### src/qet_pkg.sv
// shared types and character codes for the quoted escape tokenizer
package qet_pkg;

  typedef enum logic [1:0] {
    KIND_BYTE  = 2'd0,
    KIND_END   = 2'd1,
    KIND_DONE  = 2'd2,
    KIND_ERROR = 2'd3
  } kind_e;

  localparam logic ERR_ESCAPE = 1'b0;
  localparam logic ERR_LENGTH = 1'b1;

  localparam logic [7:0] CH_BSLASH = 8'h5C;
  localparam logic [7:0] CH_QUOTE  = 8'h22;
  localparam logic [7:0] CH_SPACE  = 8'h20;
  localparam logic [7:0] CH_LF     = 8'h0A;
  localparam logic [7:0] CH_CR     = 8'h0D;
  localparam logic [7:0] CH_TAB    = 8'h09;
  localparam logic [7:0] CH_N      = 8'h6E;
  localparam logic [7:0] CH_R      = 8'h72;
  localparam logic [7:0] CH_C      = 8'h63;

  typedef struct packed {
    kind_e      kind;
    logic [7:0] token_byte;
    logic       no_line_end;
    logic       error_code;
    logic       last;
  } result_t;

endpackage

### src/quoted_escape_tokenizer.sv
// quoted escape tokenizer: splits a byte stream into token words
// Takes one script byte per cycle while in_stall_o is low and emits token
// bytes, token ends, done and error words. Each accepted byte is decoded in
// the same cycle against the parser state and produces zero or one result
// word; only the end-of-script item can produce two (token end, then done,
// when a token is open). Results wait in a four-word output queue; the input
// stalls while fewer than two queue slots are free.
// After an error nothing more is produced until an item with start_of_script.
module quoted_escape_tokenizer #(
  parameter int MAX_TOKEN_BYTES = 127
) (
  input  logic                clk_i,
  input  logic                rst_ni,
  input  logic                in_valid_i,
  output logic                in_stall_o,
  input  logic [7:0]          byte_in_i,
  input  logic                start_of_script_i,
  input  logic                end_of_script_i,
  output logic                out_valid_o,
  input  logic                out_stall_i,
  output qet_pkg::kind_e      kind_o,
  output logic [7:0]          token_byte_o,
  output logic                no_line_end_o,
  output logic                error_code_o,
  output logic                last_o
);
  import qet_pkg::*;

  localparam logic [7:0] MaxLen = 8'(MAX_TOKEN_BYTES);

  logic       in_quotes_q, in_quotes_d;
  logic       pending_escape_q, pending_escape_d;
  logic [7:0] token_length_q, token_length_d;
  logic       suppress_q, suppress_d;
  logic       failed_q, failed_d;

  result_t    res0, res1;
  logic [1:0] push_n;
  logic       do_app;
  logic [7:0] app_byte;
  logic       is_space;

  result_t    mem_q [4];
  logic [1:0] wr_ptr_q, rd_ptr_q;
  logic [2:0] cnt_q;
  logic       accept, pop;

  assign accept     = in_valid_i && !in_stall_o;
  assign in_stall_o = (cnt_q > 3'd2);
  assign out_valid_o = (cnt_q != 3'd0);
  assign pop        = out_valid_o && !out_stall_i;

  assign kind_o        = mem_q[rd_ptr_q].kind;
  assign token_byte_o  = mem_q[rd_ptr_q].token_byte;
  assign no_line_end_o = mem_q[rd_ptr_q].no_line_end;
  assign error_code_o  = mem_q[rd_ptr_q].error_code;
  assign last_o        = mem_q[rd_ptr_q].last;

  assign is_space = (byte_in_i == CH_SPACE) || (byte_in_i == CH_LF) ||
                    (byte_in_i == CH_CR) || (byte_in_i == CH_TAB);

  always_comb begin
    in_quotes_d      = in_quotes_q;
    pending_escape_d = pending_escape_q;
    token_length_d   = token_length_q;
    suppress_d       = suppress_q;
    failed_d         = failed_q;
    res0             = '0;
    res1             = '0;
    push_n           = 2'd0;
    do_app           = 1'b0;
    app_byte         = byte_in_i;

    if (start_of_script_i) begin
      in_quotes_d      = 1'b0;
      pending_escape_d = 1'b0;
      token_length_d   = '0;
      suppress_d       = 1'b0;
      failed_d         = 1'b0;
    end

    if (!failed_d) begin
      if (end_of_script_i) begin
        // flush the open token, then done, then start over
        if (token_length_d != 8'd0 || in_quotes_d || suppress_d) begin
          res0.kind        = KIND_END;
          res0.no_line_end = suppress_d;
          res1.kind        = KIND_DONE;
          res1.last        = 1'b1;
          push_n           = 2'd2;
        end else begin
          res0.kind = KIND_DONE;
          res0.last = 1'b1;
          push_n    = 2'd1;
        end
        in_quotes_d      = 1'b0;
        pending_escape_d = 1'b0;
        token_length_d   = '0;
        suppress_d       = 1'b0;
      end else if (byte_in_i == CH_BSLASH) begin
        if (in_quotes_d) begin
          do_app = 1'b1;
        end else begin
          do_app           = pending_escape_d;
          pending_escape_d = !pending_escape_d;
        end
      end else if (byte_in_i == CH_QUOTE) begin
        if (pending_escape_d) begin
          do_app           = 1'b1;
          pending_escape_d = 1'b0;
        end else begin
          // closing quote of an empty quoted string
          if (in_quotes_d && token_length_d == 8'd0) begin
            res0.kind        = KIND_END;
            res0.no_line_end = suppress_d;
            res0.last        = 1'b1;
            push_n           = 2'd1;
            suppress_d       = 1'b0;
          end
          in_quotes_d = !in_quotes_d;
        end
      end else if (is_space) begin
        if (in_quotes_d) begin
          do_app = 1'b1;
        end else if (token_length_d != 8'd0 || suppress_d) begin
          res0.kind        = KIND_END;
          res0.no_line_end = suppress_d;
          res0.last        = 1'b1;
          push_n           = 2'd1;
          token_length_d   = '0;
          suppress_d       = 1'b0;
        end
      end else if (pending_escape_d) begin
        pending_escape_d = 1'b0;
        priority if (byte_in_i == CH_N) begin
          do_app   = 1'b1;
          app_byte = CH_LF;
        end else if (byte_in_i == CH_R) begin
          do_app   = 1'b1;
          app_byte = CH_CR;
        end else if (byte_in_i == CH_C) begin
          suppress_d = 1'b1;
        end else begin
          failed_d        = 1'b1;
          res0.kind       = KIND_ERROR;
          res0.error_code = ERR_ESCAPE;
          res0.last       = 1'b1;
          push_n          = 2'd1;
        end
      end else begin
        do_app = 1'b1;
      end

      if (do_app) begin
        push_n    = 2'd1;
        res0.last = 1'b1;
        if (token_length_d >= MaxLen) begin
          failed_d        = 1'b1;
          res0.kind       = KIND_ERROR;
          res0.error_code = ERR_LENGTH;
        end else begin
          token_length_d  = token_length_d + 8'd1;
          res0.kind       = KIND_BYTE;
          res0.token_byte = app_byte;
        end
      end
    end
  end

  always_ff @(posedge clk_i or negedge rst_ni) begin
    if (!rst_ni) begin
      in_quotes_q      <= 1'b0;
      pending_escape_q <= 1'b0;
      token_length_q   <= '0;
      suppress_q       <= 1'b0;
      failed_q         <= 1'b0;
      wr_ptr_q         <= '0;
      rd_ptr_q         <= '0;
      cnt_q            <= '0;
    end else begin
      if (accept) begin
        in_quotes_q      <= in_quotes_d;
        pending_escape_q <= pending_escape_d;
        token_length_q   <= token_length_d;
        suppress_q       <= suppress_d;
        failed_q         <= failed_d;
        wr_ptr_q         <= wr_ptr_q + push_n;
      end
      if (pop) begin
        rd_ptr_q <= rd_ptr_q + 2'd1;
      end
      cnt_q <= cnt_q + (accept ? 3'(push_n) : 3'd0) - 3'(pop);
    end
  end

  // queue storage, no reset needed
  always_ff @(posedge clk_i) begin
    if (accept && push_n != 2'd0) begin
      mem_q[wr_ptr_q] <= res0;
    end
    if (accept && push_n == 2'd2) begin
      mem_q[wr_ptr_q + 2'd1] <= res1;
    end
  end

  a_cnt_bound : assert property (@(posedge clk_i) disable iff (!rst_ni)
    cnt_q <= 3'd4)
    else $error("output queue overflow");

  a_len_bound : assert property (@(posedge clk_i) disable iff (!rst_ni)
    token_length_q <= MaxLen)
    else $error("token length beyond limit");

  a_quote_escape : assert property (@(posedge clk_i) disable iff (!rst_ni)
    !(in_quotes_q && pending_escape_q))
    else $error("escape pending inside quotes");

  a_failed_silent : assert property (@(posedge clk_i) disable iff (!rst_ni)
    (accept && failed_q && !start_of_script_i) |=> (cnt_q <= $past(cnt_q)))
    else $error("word produced after error");

  a_done_clears : assert property (@(posedge clk_i) disable iff (!rst_ni)
    (accept && end_of_script_i && !failed_d) |=>
      (!in_quotes_q && !pending_escape_q && token_length_q == 8'd0 && !suppress_q))
    else $error("state not cleared after script end");

endmodule

### config.mk
export PLATFORM = sky130hd
export DESIGN_NAME = quoted_escape_tokenizer
export DESIGN_NICKNAME = d
export VERILOG_FILES = /design/src/qet_pkg.sv /design/src/quoted_escape_tokenizer.sv
export SDC_FILE = /design/constraint.sdc
export NUM_CORES = 1
export LEC_CHECK = 0
export BUFFER_PORTS_ARGS = -buffer_cell sky130_fd_sc_hd__buf_4
export CORE_ASPECT_RATIO = 2
export CORE_MARGIN = 3
export CORE_UTILIZATION = 60
export CTS_BUF_LIST = sky130_fd_sc_hd__clkbuf_4 sky130_fd_sc_hd__clkbuf_8 sky130_fd_sc_hd__clkbuf_16
export DETAILED_ROUTE_END_ITERATION = 12
export GPL_TIMING_DRIVEN = 0
export PLACE_DENSITY = 0.8
export SLEW_MARGIN = 40
export SYNTH_ARGS = -nofsm -noshare
export SYNTH_HDL_FRONTEND = slang
export SYNTH_SLANG_ARGS = --single-unit
### constraint.sdc
create_clock -name clk_i -period 3.7 [get_ports clk_i]
set_clock_uncertainty 0.05 [all_clocks]
set_input_delay 0.37 -clock clk_i [delete_from_list [all_inputs] [get_ports clk_i]]
set_output_delay 0.37 -clock clk_i [all_outputs]
set_load 0.1 [all_outputs]
==> flow_metrics.env <==
export IMPL_status="finished, final reports clean"
export IMPL_seq_area_frac_synth_pct=41.8
export IMPL_cap_violations=0
export IMPL_power_density_nw_per_um2=810
export IMPL_vias_per_cell=6.57
export IMPL_drive_above_1_share_pct=21.9
export IMPL_m1WireLength_microns=3550
export IMPL_cts_tree="done"
export IMPL_area_growth_pct=18.5
export IMPL_top_layer="met4"
export IMPL_power_share_combinational_pct=45.6
export IMPL_worst_slew_margin_rel_pct=54.5
export IMPL_r2r_slack_ps=130
export IMPL_syn_num_nets=423
export IMPL_power_frac_clock_pct=23.6
export IMPL_grt_pass1_vias=3682
export IMPL_worstPathMaxFanout=7
export IMPL_min_period_ps=3570
export IMPL_seq_area_sq_um=1600
export IMPL_r2r_start="token_length_q[0]"
export IMPL_yosys_register_bits=71
export IMPL_ios=29
export IMPL_cell_internal_pwr_w=0.00207
export IMPL_grt_max_degree=20
export IMPL_start_util_pct=62.6
export IMPL_dpl_hpwl_microns=7810
export IMPL_start_kind="input pin"
export IMPL_clockBufferDepth=2
export IMPL_peakVddDrop_mv=0.561
export IMPL_ys_flop_type="dfxtp_1"
export IMPL_crit_type="input pin to flop"
export IMPL_arrival_ps=3720
export IMPL_first_iter_violations=296
export IMPL_grt_ovfl_total=0
export IMPL_avgSynthCellArea_sq_um=9.51
export IMPL_num_vias=3488
export IMPL_layout_common_cells="49 x o21ai_0, 45 x o211ai_1, 44 x dfxtp_1"
export IMPL_worst_pin_slew_ps=682
export IMPL_finalSetupViolations=0
export IMPL_postSynth_asyncResetShare_pct=26.8
export IMPL_synth_cell_types=63
export IMPL_hold_class="input pin to flop"
export IMPL_die_h_microns=119
export IMPL_postSynthCellCount=402
export IMPL_fp_dieArea_sq_um=7420
export IMPL_h_tree_depth=3
export IMPL_end_kind="flop"
export IMPL_syn_area_sq_um=3820
export IMPL_rsz0062_at_grt="yes"
export IMPL_cp_required_ps=3850
export IMPL_first_pass_iters=7
export IMPL_grt_pass1_wl_microns=17400
export IMPL_fin_crit_sh_pct=96.5
export IMPL_io_buffers=26
export IMPL_yosysWarningCount=0
export IMPL_gp_congestion=0.904
export IMPL_clock_latency_ps=330
export IMPL_wl_met2_microns=6030
export IMPL_core_sq_um=6110
export IMPL_p_sw_w=0.00161
export IMPL_layout_nets=463
export IMPL_route_detailed_drc=0
export IMPL_fillers=475
export IMPL_seqPwrFrac_pct=30.8
export IMPL_wl_microns=10600
export IMPL_antenna_found_initial=0
export IMPL_dp_slack_ps=-635
export IMPL_layout_commonest_cell="o21ai_0"
export IMPL_holdPathEnd="rd_ptr_q[1]"
export IMPL_final_area_sq_um=4530
export IMPL_grt_use_total_pct=30.1
export IMPL_totalPowerFinal_w=0.00367
export IMPL_reg2regPathDepth=13
export IMPL_hold_start="out_stall_i"
export IMPL_avgRoutedWirePerCell_microns=20.0
export IMPL_p_leak_nw=1.72
export IMPL_numCtsBuffers=9
export IMPL_cts_root_buf="clkbuf_16"
export IMPL_timing_rr_end="mem_q[0][12]"
export IMPL_clk_pin_slew_ps=60
export IMPL_finalMaxSlewViolations=0
export IMPL_placed_cell_area_sq_um=4120
export IMPL_wl_met3_microns=505
export IMPL_layout_setup_ws_ps=128
export IMPL_num_rows=40
export IMPL_multi_input_area_sq_um=2140
export IMPL_synth_edf_count=8
export IMPL_drt_antenna_violating_nets=0
export IMPL_die_w_microns=62.5
export IMPL_cts_sinks=71
export IMPL_final_hold_viol_count=0
export IMPL_min_path_cells=4
export IMPL_netSwitchingFraction_pct=43.7
export IMPL_timing_fmax_mhz=280
export IMPL_n_antenna_cell=0
## per-layer routing
layer | vias to the layer above | track usage, %
li1 | 1620 | -
met1 | 1670 | 28.1
met2 | 144 | 56.7
met3 | 54 | 6.70
met4 | 0 | 19.4
met5 | - | 0
## worst max-delay path, stage by stage
cell	delay [ps]
buf_4	130
nor3_1	250
nand4_1	320
a211o_2	500
o21ai_2	320
nor2_1	130
ha_1	260
nand3_1	120
nor3_1	70
a21oi_2	340
nor3_4	110
or4_1	560
o21bai_1	150
a21boi_1	80
## state kept, by name, indices dropped and copies added, names as in the netlist
| name | flops |
|---|---|
| cnt_q | 3 |
| failed_q | 1 |
| in_quotes_q | 1 |
| mem_q | 52 |
| pending_escape_q | 1 |
| rd_ptr_q | 2 |
| suppress_q | 1 |
| token_length_q | 8 |
| wr_ptr_q | 2 |
## Yosys cell counts (all sizes together) (13+ instances only)
master,number,area (sq um)
clkbuf,15,56.3
dfrtp,19,475
dfxtp,44,881
mux4,13,293
nand2,28,105
nor2,26,100
o211ai,46,350
o21ai,67,335
## power groups by stage
stage	logic (W)	clock network, W	registers (W)
after CTS	0.00165	0.000870	0.00113
after global placement	0.00159	0	0.00113
after floorplan	0.00132	0	0.00109
after detailed placement	0.00162	0	0.00114
final	0.00168	0.000866	0.00113
after global routing	0.00180	0.000902	0.00115
## worst max-delay path by stage
stage                 startpoint                end  slack [ps]
5_1_grt        token_length_q[0]       mem_q[0][12]         -70
4_1_cts        token_length_q[4]        mem_q[1][3]          30
3_5_place_dp        byte_in_i[7]        mem_q[1][9]        -630
2_1_floorplan       byte_in_i[7]  token_length_q[5]         250
6_report            byte_in_i[7]  token_length_q[5]         130
3_3_place_gp        byte_in_i[7]        mem_q[1][9]        -570
## logic make-up after synthesis
kind of cell    after synthesis  synth area share [%]
flops                        71                  41.8
buf+inv                      37                  4.35
fa+ha+maj                     7                  2.49
compound gates              150                  25.7
xor+xnor                      5                  1.15
mux                          14                  7.95
simple gates                118                  16.6
## per-stage QoR
stage                     TNS, ps  std cells  hold WS, ps  util [%]
after floorplan                 0        402         24.4         -
after global placement     -17090        512          211      67.5
after detailed placement   -19350        512          211      67.5
after CTS                       0        529          316      73.1
after global routing         -159        531          333      74.2
final                           0        531          321      74.2
## repair_timing
action | 4_1_cts | 5_1_grt
hold buffers | 1 | 0
pin swaps | 0 | 1
endpoints found under the setup margin | 42 | 43
gates resized for setup | 7 | 11
setup buffers | 0 | 1
hold endpoints to repair | 19 | 0
## layout make-up
| type | instances | share of cell area [%] |
|---|---|---|
| Clock inverter | 2 | 0.248 |
| Buffer | 26 | 2.76 |
| Timing Repair Buffer | 29 | 4.94 |
| Multi-Input combinational cell | 294 | 47.1 |
| Inverter | 11 | 0.911 |
| Sequential cell | 71 | 35.2 |
| Tap cell | 84 | 2.32 |
| Clock buffer | 14 | 6.46 |
(Power assumes the default switching activity.)
